==> src/sv/pbcp_pkg.sv <==
// Shared types, constants and the credit settle function of the packet byte credit pacer.
`default_nettype none

package pbcp_pkg;

    // Queue geometry
    localparam int QUEUE_DEPTH = 64;
    localparam int MAX_RESULTS = 64;
    localparam int PTR_W       = $clog2(QUEUE_DEPTH);
    localparam int FILL_W      = $clog2(QUEUE_DEPTH + 1);
    localparam int CNT_W       = $clog2(MAX_RESULTS + 1);
    localparam int ENTRY_W     = 32;

    // Field and register widths
    localparam int HANDLE_W    = 16;
    localparam int LENGTH_W    = 16;
    localparam int TIME_W      = 32;
    localparam int RATE_W      = 20;
    localparam int INTERVAL_W  = 8;
    localparam int FORGIVE_W   = 16;
    localparam int CFG_DATA_W  = 20;
    localparam int CFG_IDX_W   = 2;
    localparam int CREDIT_W    = 32;

    // Budget = (elapsed * rate) >> 3
    localparam int PROD_W      = INTERVAL_W + RATE_W;
    localparam int BUDGET_SHIFT = 3;
    localparam int BUDGET_W    = PROD_W - BUDGET_SHIFT;

    // Running credit during a tick: signed, with headroom above the credit width
    localparam int RUN_W       = CREDIT_W + 2;

    // Reset and default values
    localparam logic [RATE_W-1:0]     DEFAULT_RATE     = RATE_W'(10240);
    localparam logic [INTERVAL_W-1:0] DEFAULT_INTERVAL = INTERVAL_W'(4);
    localparam logic [FORGIVE_W-1:0]  DEFAULT_FORGIVE  = FORGIVE_W'(1500);
    localparam logic [CREDIT_W-1:0]   CREDIT_MAX       = 32'h7FFF_FFFF;

    // Input commands
    typedef enum logic {
        CMD_ENQUEUE = 1'b0,
        CMD_TICK    = 1'b1
    } t_cmd;

    // Configuration register indexes
    typedef enum logic [CFG_IDX_W-1:0] {
        CFG_RATE_KBPS       = 2'd0,
        CFG_MAX_INTERVAL_MS = 2'd1,
        CFG_DEBT_FORGIVE    = 2'd2
    } t_cfg_idx;

    // Clamp a running credit: saturate high, forgive deep debt
    function automatic logic signed [CREDIT_W-1:0] settle(
        input logic signed [RUN_W-1:0] v,
        input logic [FORGIVE_W-1:0]    lim
    );
        logic signed [RUN_W-1:0] neg_lim;
        logic signed [RUN_W-1:0] pos_max;
        neg_lim = -$signed({{(RUN_W-FORGIVE_W){1'b0}}, lim});
        pos_max = $signed({{(RUN_W-CREDIT_W){1'b0}}, CREDIT_MAX});
        if (v > pos_max) begin
            settle = $signed(CREDIT_MAX);
        end else if (v <= neg_lim) begin
            settle = '0;
        end else begin
            settle = v[CREDIT_W-1:0];
        end
    endfunction

endpackage

`default_nettype wire

==> src/sv/packet_byte_credit_pacer.sv <==
// Top level of the packet byte credit pacer: queue control, credit state and result register.
// An enqueue transaction stores the packet in a 64-entry queue RAM, or flags it dropped when
// the queue is full. A tick with no elapsed time reports the fill and changes nothing. Any
// other tick captures and caps the elapsed time, multiplies it by the rate, adds the stored
// credit and, when packets leave, releases them from the head of the queue RAM, whose next
// read is issued as each packet is emitted. Each input transaction yields one or more result
// transactions; the final one has o_last set. Output stalls hold the sequencer before each
// result is loaded. A configuration write takes effect at once, so write the registers only
// while the block is idle with no transaction in flight.
`default_nettype none

module packet_byte_credit_pacer
    import pbcp_pkg::*;
(
    input  wire logic                  i_clk,
    input  wire logic                  i_rst_n,
    // Configuration
    input  wire logic                  i_cfg_we,
    input  wire logic [CFG_IDX_W-1:0]  i_cfg_index,
    input  wire logic [CFG_DATA_W-1:0] i_cfg_wdata,
    // Input channel
    input  wire logic                  i_in_valid,
    output      logic                  o_in_ready,
    input  wire logic                  i_command,
    input  wire logic [HANDLE_W-1:0]   i_packet_handle,
    input  wire logic [LENGTH_W-1:0]   i_packet_length,
    input  wire logic [TIME_W-1:0]     i_now_ms,
    // Output channel
    output      logic                  o_out_valid,
    input  wire logic                  i_out_ready,
    output      logic                  o_released,
    output      logic [HANDLE_W-1:0]   o_out_handle,
    output      logic [LENGTH_W-1:0]   o_out_length,
    output      logic                  o_dropped,
    output      logic [FILL_W-1:0]     o_queue_count,
    output      logic                  o_last
);

    typedef enum logic [3:0] {
        S_IDLE = 4'b0001,
        S_MULT = 4'b0010,
        S_SUM  = 4'b0100,
        S_EMIT = 4'b1000
    } t_state;

    t_state r_state, n_state;

    // Configuration registers
    logic [RATE_W-1:0]     r_rate_kbps;
    logic [INTERVAL_W-1:0] r_max_interval;
    logic [FORGIVE_W-1:0]  r_forgive;

    // Queue pointers and credit state
    logic [PTR_W-1:0]           r_head, n_head;
    logic [PTR_W-1:0]           r_tail, n_tail;
    logic [FILL_W-1:0]          r_fill, n_fill;
    logic signed [CREDIT_W-1:0] r_credit, n_credit;
    logic [TIME_W-1:0]          r_last_send, n_last_send;

    // Tick working registers
    logic [TIME_W-1:0]          r_now, n_now;
    logic [INTERVAL_W-1:0]      r_elapsed, n_elapsed;
    logic signed [RUN_W-1:0]    r_run, n_run;
    logic [CNT_W-1:0]           r_cnt, n_cnt;

    // Result register
    logic                  r_out_valid, n_out_valid;
    logic                  r_released, n_released;
    logic [HANDLE_W-1:0]   r_handle, n_handle;
    logic [LENGTH_W-1:0]   r_length, n_length;
    logic                  r_dropped, n_dropped;
    logic [FILL_W-1:0]     r_count, n_count;
    logic                  r_last, n_last;
    logic                  w_load;

    // Queue RAM ports
    logic               w_ram_we;
    logic [PTR_W-1:0]   w_ram_waddr;
    logic [ENTRY_W-1:0] w_ram_wdata;
    logic               w_ram_re;
    logic [PTR_W-1:0]   w_ram_raddr;
    logic [ENTRY_W-1:0] w_ram_rdata;

    logic [BUDGET_W-1:0] w_budget;

    // Combinational helpers
    logic                    w_out_free;
    logic                    w_accept;
    logic [TIME_W-1:0]       w_elapsed_full;
    logic signed [RUN_W-1:0] w_sum;
    logic signed [RUN_W-1:0] w_run_after;
    logic [LENGTH_W-1:0]     w_len;
    logic [FILL_W-1:0]       w_fill_dec;
    logic [PTR_W-1:0]        w_head_inc;
    logic [PTR_W-1:0]        w_tail_inc;
    logic                    w_fin;

    pbcp_ram #(
        .DEPTH (QUEUE_DEPTH),
        .WIDTH (ENTRY_W)
    ) u_queue_ram (
        .i_clk   (i_clk),
        .i_we    (w_ram_we),
        .i_waddr (w_ram_waddr),
        .i_wdata (w_ram_wdata),
        .i_re    (w_ram_re),
        .i_raddr (w_ram_raddr),
        .o_rdata (w_ram_rdata)
    );

    pbcp_budget u_budget (
        .i_clk       (i_clk),
        .i_elapsed   (r_elapsed),
        .i_rate_kbps (r_rate_kbps),
        .o_budget    (w_budget)
    );

    // Handshake and datapath helpers
    assign w_out_free     = !r_out_valid || i_out_ready;
    assign o_in_ready     = (r_state == S_IDLE) && w_out_free;
    assign w_accept       = i_in_valid && o_in_ready;
    assign w_elapsed_full = i_now_ms - r_last_send;
    assign w_sum          = $signed({{(RUN_W-BUDGET_W){1'b0}}, w_budget})
                          + $signed({{(RUN_W-CREDIT_W){r_credit[CREDIT_W-1]}}, r_credit});
    assign w_len          = w_ram_rdata[LENGTH_W-1:0];
    assign w_run_after    = r_run - $signed({{(RUN_W-LENGTH_W){1'b0}}, w_len});
    assign w_fill_dec     = r_fill - FILL_W'(1);
    assign w_head_inc     = (r_head == PTR_W'(QUEUE_DEPTH - 1)) ? '0 : r_head + PTR_W'(1);
    assign w_tail_inc     = (r_tail == PTR_W'(QUEUE_DEPTH - 1)) ? '0 : r_tail + PTR_W'(1);
    assign w_fin          = (w_run_after <= 0) || (w_fill_dec == '0)
                          || ((r_cnt + CNT_W'(1)) >= CNT_W'(MAX_RESULTS));

    // Sequencer
    always_comb begin
        n_state     = r_state;
        n_head      = r_head;
        n_tail      = r_tail;
        n_fill      = r_fill;
        n_credit    = r_credit;
        n_last_send = r_last_send;
        n_now       = r_now;
        n_elapsed   = r_elapsed;
        n_run       = r_run;
        n_cnt       = r_cnt;
        w_load      = 1'b0;
        n_released  = r_released;
        n_handle    = r_handle;
        n_length    = r_length;
        n_dropped   = r_dropped;
        n_count     = r_count;
        n_last      = r_last;
        w_ram_we    = 1'b0;
        w_ram_waddr = r_tail;
        w_ram_wdata = {i_packet_handle, i_packet_length};
        w_ram_re    = 1'b0;
        w_ram_raddr = r_head;

        unique case (r_state)
            S_IDLE: begin
                if (w_accept) begin
                    if (t_cmd'(i_command) == CMD_ENQUEUE) begin
                        // Store or drop the packet, one result
                        w_load     = 1'b1;
                        n_released = 1'b0;
                        n_handle   = '0;
                        n_length   = '0;
                        n_last     = 1'b1;
                        if (r_fill >= FILL_W'(QUEUE_DEPTH)) begin
                            n_dropped = 1'b1;
                            n_count   = r_fill;
                        end else begin
                            w_ram_we  = 1'b1;
                            n_tail    = w_tail_inc;
                            n_fill    = r_fill + FILL_W'(1);
                            n_dropped = 1'b0;
                            n_count   = r_fill + FILL_W'(1);
                        end
                    end else if (w_elapsed_full == '0) begin
                        // No time has passed: report and change nothing
                        w_load     = 1'b1;
                        n_released = 1'b0;
                        n_handle   = '0;
                        n_length   = '0;
                        n_dropped  = 1'b0;
                        n_count    = r_fill;
                        n_last     = 1'b1;
                    end else begin
                        // Capture time and cap the elapsed interval
                        n_now     = i_now_ms;
                        n_elapsed = (w_elapsed_full > TIME_W'(r_max_interval))
                                  ? r_max_interval : w_elapsed_full[INTERVAL_W-1:0];
                        n_state   = S_MULT;
                    end
                end
            end

            S_MULT: begin
                n_state = S_SUM;
            end

            S_SUM: begin
                if (w_sum > 0 && r_fill != '0) begin
                    // Start releasing: fetch the queue head
                    n_run    = w_sum;
                    n_cnt    = '0;
                    w_ram_re = 1'b1;
                    n_state  = S_EMIT;
                end else if (w_out_free) begin
                    w_load     = 1'b1;
                    n_released = 1'b0;
                    n_handle   = '0;
                    n_length   = '0;
                    n_dropped  = 1'b0;
                    n_count    = r_fill;
                    n_last     = 1'b1;
                    n_state    = S_IDLE;
                    // Debt or zero: settle the credit without sending
                    if (w_sum <= 0) begin
                        n_credit    = settle(w_sum, r_forgive);
                        n_last_send = r_now;
                    end
                end
            end

            S_EMIT: begin
                if (w_out_free) begin
                    // Release the fetched packet
                    w_load     = 1'b1;
                    n_released = 1'b1;
                    n_handle   = w_ram_rdata[ENTRY_W-1:LENGTH_W];
                    n_length   = w_len;
                    n_dropped  = 1'b0;
                    n_count    = w_fill_dec;
                    n_last     = w_fin;
                    n_head     = w_head_inc;
                    n_fill     = w_fill_dec;
                    n_run      = w_run_after;
                    n_cnt      = r_cnt + CNT_W'(1);
                    if (w_fin) begin
                        n_credit    = settle(w_run_after, r_forgive);
                        n_last_send = r_now;
                        n_state     = S_IDLE;
                    end else begin
                        w_ram_re    = 1'b1;
                        w_ram_raddr = w_head_inc;
                    end
                end
            end

            default: begin
                n_state = S_IDLE;
            end
        endcase
    end

    // Result register valid
    always_comb begin
        if (w_load) begin
            n_out_valid = 1'b1;
        end else if (i_out_ready) begin
            n_out_valid = 1'b0;
        end else begin
            n_out_valid = r_out_valid;
        end
    end

    // Control state
    always_ff @(posedge i_clk) begin
        if (!i_rst_n) begin
            r_state     <= S_IDLE;
            r_head      <= '0;
            r_tail      <= '0;
            r_fill      <= '0;
            r_credit    <= '0;
            r_last_send <= '0;
            r_out_valid <= 1'b0;
        end else begin
            r_state     <= n_state;
            r_head      <= n_head;
            r_tail      <= n_tail;
            r_fill      <= n_fill;
            r_credit    <= n_credit;
            r_last_send <= n_last_send;
            r_out_valid <= n_out_valid;
        end
    end

    // Configuration registers
    always_ff @(posedge i_clk) begin
        if (!i_rst_n) begin
            r_rate_kbps    <= DEFAULT_RATE;
            r_max_interval <= DEFAULT_INTERVAL;
            r_forgive      <= DEFAULT_FORGIVE;
        end else if (i_cfg_we) begin
            unique case (i_cfg_index)
                CFG_RATE_KBPS:       r_rate_kbps    <= i_cfg_wdata[RATE_W-1:0];
                CFG_MAX_INTERVAL_MS: r_max_interval <= i_cfg_wdata[INTERVAL_W-1:0];
                CFG_DEBT_FORGIVE:    r_forgive      <= i_cfg_wdata[FORGIVE_W-1:0];
                default: begin
                end
            endcase
        end
    end

    // Payload registers
    always_ff @(posedge i_clk) begin
        r_now      <= n_now;
        r_elapsed  <= n_elapsed;
        r_run      <= n_run;
        r_cnt      <= n_cnt;
        r_released <= n_released;
        r_handle   <= n_handle;
        r_length   <= n_length;
        r_dropped  <= n_dropped;
        r_count    <= n_count;
        r_last     <= n_last;
    end

    assign o_out_valid   = r_out_valid;
    assign o_released    = r_released;
    assign o_out_handle  = r_handle;
    assign o_out_length  = r_length;
    assign o_dropped     = r_dropped;
    assign o_queue_count = r_count;
    assign o_last        = r_last;

endmodule

`default_nettype wire

==> src/sv/pbcp_ram.sv <==
// Simple dual-port synchronous RAM with a registered read port.
`default_nettype none

module pbcp_ram #(
    parameter int DEPTH  = 64,
    parameter int WIDTH  = 32,
    parameter int ADDR_W = $clog2(DEPTH)
) (
    input  wire logic              i_clk,
    input  wire logic              i_we,
    input  wire logic [ADDR_W-1:0] i_waddr,
    input  wire logic [WIDTH-1:0]  i_wdata,
    input  wire logic              i_re,
    input  wire logic [ADDR_W-1:0] i_raddr,
    output      logic [WIDTH-1:0]  o_rdata
);

    logic [WIDTH-1:0] r_mem [DEPTH];

    // Write port
    always_ff @(posedge i_clk) begin
        if (i_we) begin
            r_mem[i_waddr] <= i_wdata;
        end
    end

    // Read port, data held until the next read
    always_ff @(posedge i_clk) begin
        if (i_re) begin
            o_rdata <= r_mem[i_raddr];
        end
    end

endmodule

`default_nettype wire

==> src/sv/pbcp_budget.sv <==
// Byte budget unit: capped elapsed time times the effective rate, scaled to bytes.
`default_nettype none

module pbcp_budget
    import pbcp_pkg::*;
(
    input  wire logic                  i_clk,
    input  wire logic [INTERVAL_W-1:0] i_elapsed,
    input  wire logic [RATE_W-1:0]     i_rate_kbps,
    output      logic [BUDGET_W-1:0]   o_budget
);

    logic [RATE_W-1:0] w_rate;
    logic [PROD_W-1:0] w_prod;

    // Substitute the default rate for zero, then multiply
    assign w_rate = (i_rate_kbps == '0) ? DEFAULT_RATE : i_rate_kbps;
    assign w_prod = PROD_W'(i_elapsed) * PROD_W'(w_rate);

    // Register the scaled product
    always_ff @(posedge i_clk) begin
        o_budget <= w_prod[PROD_W-1:BUDGET_SHIFT];
    end

endmodule

`default_nettype wire

==> config.mk <==
export PLATFORM = sky130hd
export DESIGN_NAME = packet_byte_credit_pacer
export DESIGN_NICKNAME = d
export VERILOG_FILES = /design/src/sv/pbcp_pkg.sv /design/src/sv/packet_byte_credit_pacer.sv /design/src/sv/pbcp_ram.sv /design/src/sv/pbcp_budget.sv
export SDC_FILE = /design/constraint.sdc
export NUM_CORES = 2
export LEC_CHECK = 0
export BUFFER_PORTS_ARGS = -buffer_cell sky130_fd_sc_hd__buf_2
export CAP_MARGIN = 25
export CORE_ASPECT_RATIO = 2
export CORE_UTILIZATION = 32
export CTS_CLUSTER_SIZE = 14
export DETAILED_ROUTE_END_ITERATION = 6
export GPL_ROUTABILITY_DRIVEN = 0
export GPL_TIMING_DRIVEN = 0
export RECOVER_POWER = 25
export SYNTH_ARGS = -nofsm -noshare
export SYNTH_HDL_FRONTEND = slang
export SYNTH_SLANG_ARGS = --single-unit
==> constraint.sdc <==
create_clock -name i_clk -period 10.4 [get_ports i_clk]
set_input_delay 1.04 -clock i_clk [delete_from_list [all_inputs] [get_ports i_clk]]
set_output_delay 1.04 -clock i_clk [all_outputs]
set_load 0.01 [all_outputs]
==> flow_summary.toml <==
[synth]
syn_avg_cell_area_um2 = 13.1
synth_top_area_share_pct = 62.5
yosysWarnings = 0
ys_top_cells_by_area = "edfxtp_1 63%, mux2i_1 5.1%, nand2_1 4.2%"
ys_seq_area_share_pct = 65.5
synth_edf_count = 2203
ys_async_sr_fraction_pct = 0
ys_seq_elements = 2360
syn-cell-area_um2 = 106000
syn-num-nets = 8503
synth_cells = 8098
ys_types = 82
ys.flop_type = "edfxtp_1"
yosys.area.top_type = "edfxtp_1"

[sta]
slew_headroom_pct = -179
fin_skew_ns = 0.133
setup_ws_ns = 1.40
rsz0062_at_grt = "false"
drv_slew = 1246
fmax_mhz = 111
finalHoldViolCount = 0
whs_ns = 0.373
fin_crit_sh_pct = 86.6
setup_viol = 0
fin_crit_ns = 9.00
tightest_slew_ns = 4.18

[outcome]
violations = "DRC, capacitance limit, slew limit"
outcome = "finished with violations"

[cts]
cts_resized = 0
cts_tree = "done"
cts.sinks = 2360
htreeDepth = 4
cts_buffer_depth = 4
root_buffer = "clkbuf_16"
cts_setup_buffers = 0
cts_made_buffers = 205
hold_buffers = 0
clkLatencyLatePin_ns = 0.95
clk_pin_slew_worst_paths_ns = 0.07

[critical_path]
path_cells = "inv_1 -> ha_1 -> clkbuf_1 -> a21oi_1 -> o21ai_0 -> or3_1 -> a21oi_1 -> o211ai_1 -> nor3_1 -> xor2_1 -> nand3b_1 -> a211oi_2 -> mux2i_1 -> buf_4 -> buf_4 -> buf_4 -> nand2_1 -> clkbuf_1 -> o221ai_1 -> nor4_2 -> a2bb2oi_1"
r2r_cells = 21
cp-end-kind = "register"
worst-path-max-fanout = 10
critical_path.max_stage_delay_ns = 0.95
cp-start-kind = "register"
crit_cells = 21
crit_buf_inv = 6
worst_ep_required_time_ns = 10.91
slowest_stage = "nor4_2"
critical-path-top-delay-family = "compound AO/OA/AOI/OAI gates"
cpMostUsedCell = "buf_4"
critPathArrivalTime_ns = 9.52
path_class = "register to register"

[route]
dr.first_iter.drc_count = 6615
first_pass_iters = 7
vias = 70700
drc = 1
wl_per_cell_um = 28.7
wirelength_um = 374000
via_per_inst = 5.43
ant_nets = 0

[final_layout]
areaGrowthSynthToFinish_pct = 13.7
drive_above_1_share_pct = 9.16
final_common_cell = "edfxtp_1"
layout.cells.non_filler = 13000
mostFrequentLayoutCells = "2203 x edfxtp_1, 1185 x nand2_1, 542 x mux2i_1"
nets = 8968

[placement]
io_buffer_count = 134
dp_hpwl_um = 278000
place_ws_ns = 1.26
placed_cells = 12700

[floorplanning]
pin_count = 136
die_w_um = 409
die_height_um = 815
coreArea_um2 = 329000
dieArea_um2 = 333000
row_count = 298
initial_utilization_pct = 32.2

[pwr]
leakage_nw = 41.6
power.density_nw_per_um2 = 159
vdd_drop_max_mv = 0.150

[job]
drv_cap = 29

[global_route]
antenna_found_initial = 16
grt_use_total_pct = 21.8
grt_pass1_vias = 71900
grt-ovfl-total = 0
grt_pass1_wl_um = 519000
grt_max_degree = 65

[min_path]
min_path_cells = 1
hold_class = "input pin to register"
==> synthesized netlist by cell type, drive strengths merged, types with 41 or more instances <==
master and count:
mux2i 542, ha 202, a21oi 293, nand3 515
nor4 72, fa 111, clkbuf 250, a21o 51
dfxtp 157, o221ai 50, nor3 78, inv 368
nand2 1187, and2 160, and3 70, a211oi 338
a31oi 54, nor2 269, edfxtp 2203, xnor2 81
xor2 41, o21ai 263, mux4 48, buf 237
==> through the flow <==
stage / cell area [um2] / total power [W] / setup TNS (ns) / utilization [%]
floorplan: 106000 / 0.0114 / 0 / -
global placement: 112000 / 0.0120 / -39.48 / 34.0
detailed placement: 115000 / 0.0120 / 0 / 34.9
CTS: 121000 / 0.0192 / 0 / 36.7
global route: 120000 / 0.0196 / 0 / 36.6
finish: 120000 / 0.0191 / 0 / 36.6
==> per-layer routing <==
layer  part of all wire (%)  global-route usage [%]
met1                     30                    19.3
met2                     52                    40.5
met3                    5.2                    2.84
met4                     13                    23.3
met5                 0.0070                       0
==> flip-flops by register name (all words and copies together), names as in the netlist, 6 cells and up <==
name	count
r_head	6
r_last_send	32
r_rate_kbps	20
r_max_interval	8
o_out_length	16
r_credit	32
r_elapsed	8
u_queue_ram.o_rdata	32
r_forgive	16
r_tail	6
o_out_handle	16
r_cnt	7
r_fill	7
u_budget.o_budget	25
r_run	34
u_queue_ram.r_mem	2048
r_now	32
o_queue_count	7
==> final cells by class <==
| cell class | count | area, um2 |
|---|---|---|
| inverter | 368 | 1380 |
| antenna | 10 | 25.0 |
| fill | 31400 | 209000 |
| clock inverter | 41 | 434 |
| tap | 4350 | 5440 |
| sequential | 2360 | 69300 |
| clock buffer | 253 | 5420 |
| timing repair buffer | 258 | 2610 |
| multi-input combinational | 4883 | 33200 |
| buffer | 487 | 2400 |
==> where the power goes <==
part | switching (W) | total, W | internal [W]
sequential | 0.0000614 | 0.0106 | 0.0105
clock | 0.00344 | 0.00726 | 0.00381
combinational | 0.000882 | 0.00129 | 0.000407
total | 0.00439 | 0.0191 | 0.0147
==> cells by family after synthesis <==
logic type	synth area share [%]
AND/OR/NAND/NOR	11.0
flip-flops	65.5
AO/OA/AOI/OAI	8.16
buffers and inverters	3.57
multiplexers	6.25
adder cells (fa/ha/maj)	4.49
XOR/XNOR	1.01
==> final timing paths <==
path	startpoint	endpoint	slack, ns
min	i_packet_handle[4]	u_queue_ram.r_mem[20][20]	0.37
max reg2reg	u_queue_ram.o_rdata[14]	u_queue_ram.o_rdata[16]	1.40
max	u_queue_ram.o_rdata[14]	u_queue_ram.o_rdata[16]	1.40
min reg2reg	r_credit[24]	r_credit[24]	0.47
No activity file was read; power rests on OpenSTA's default activity.
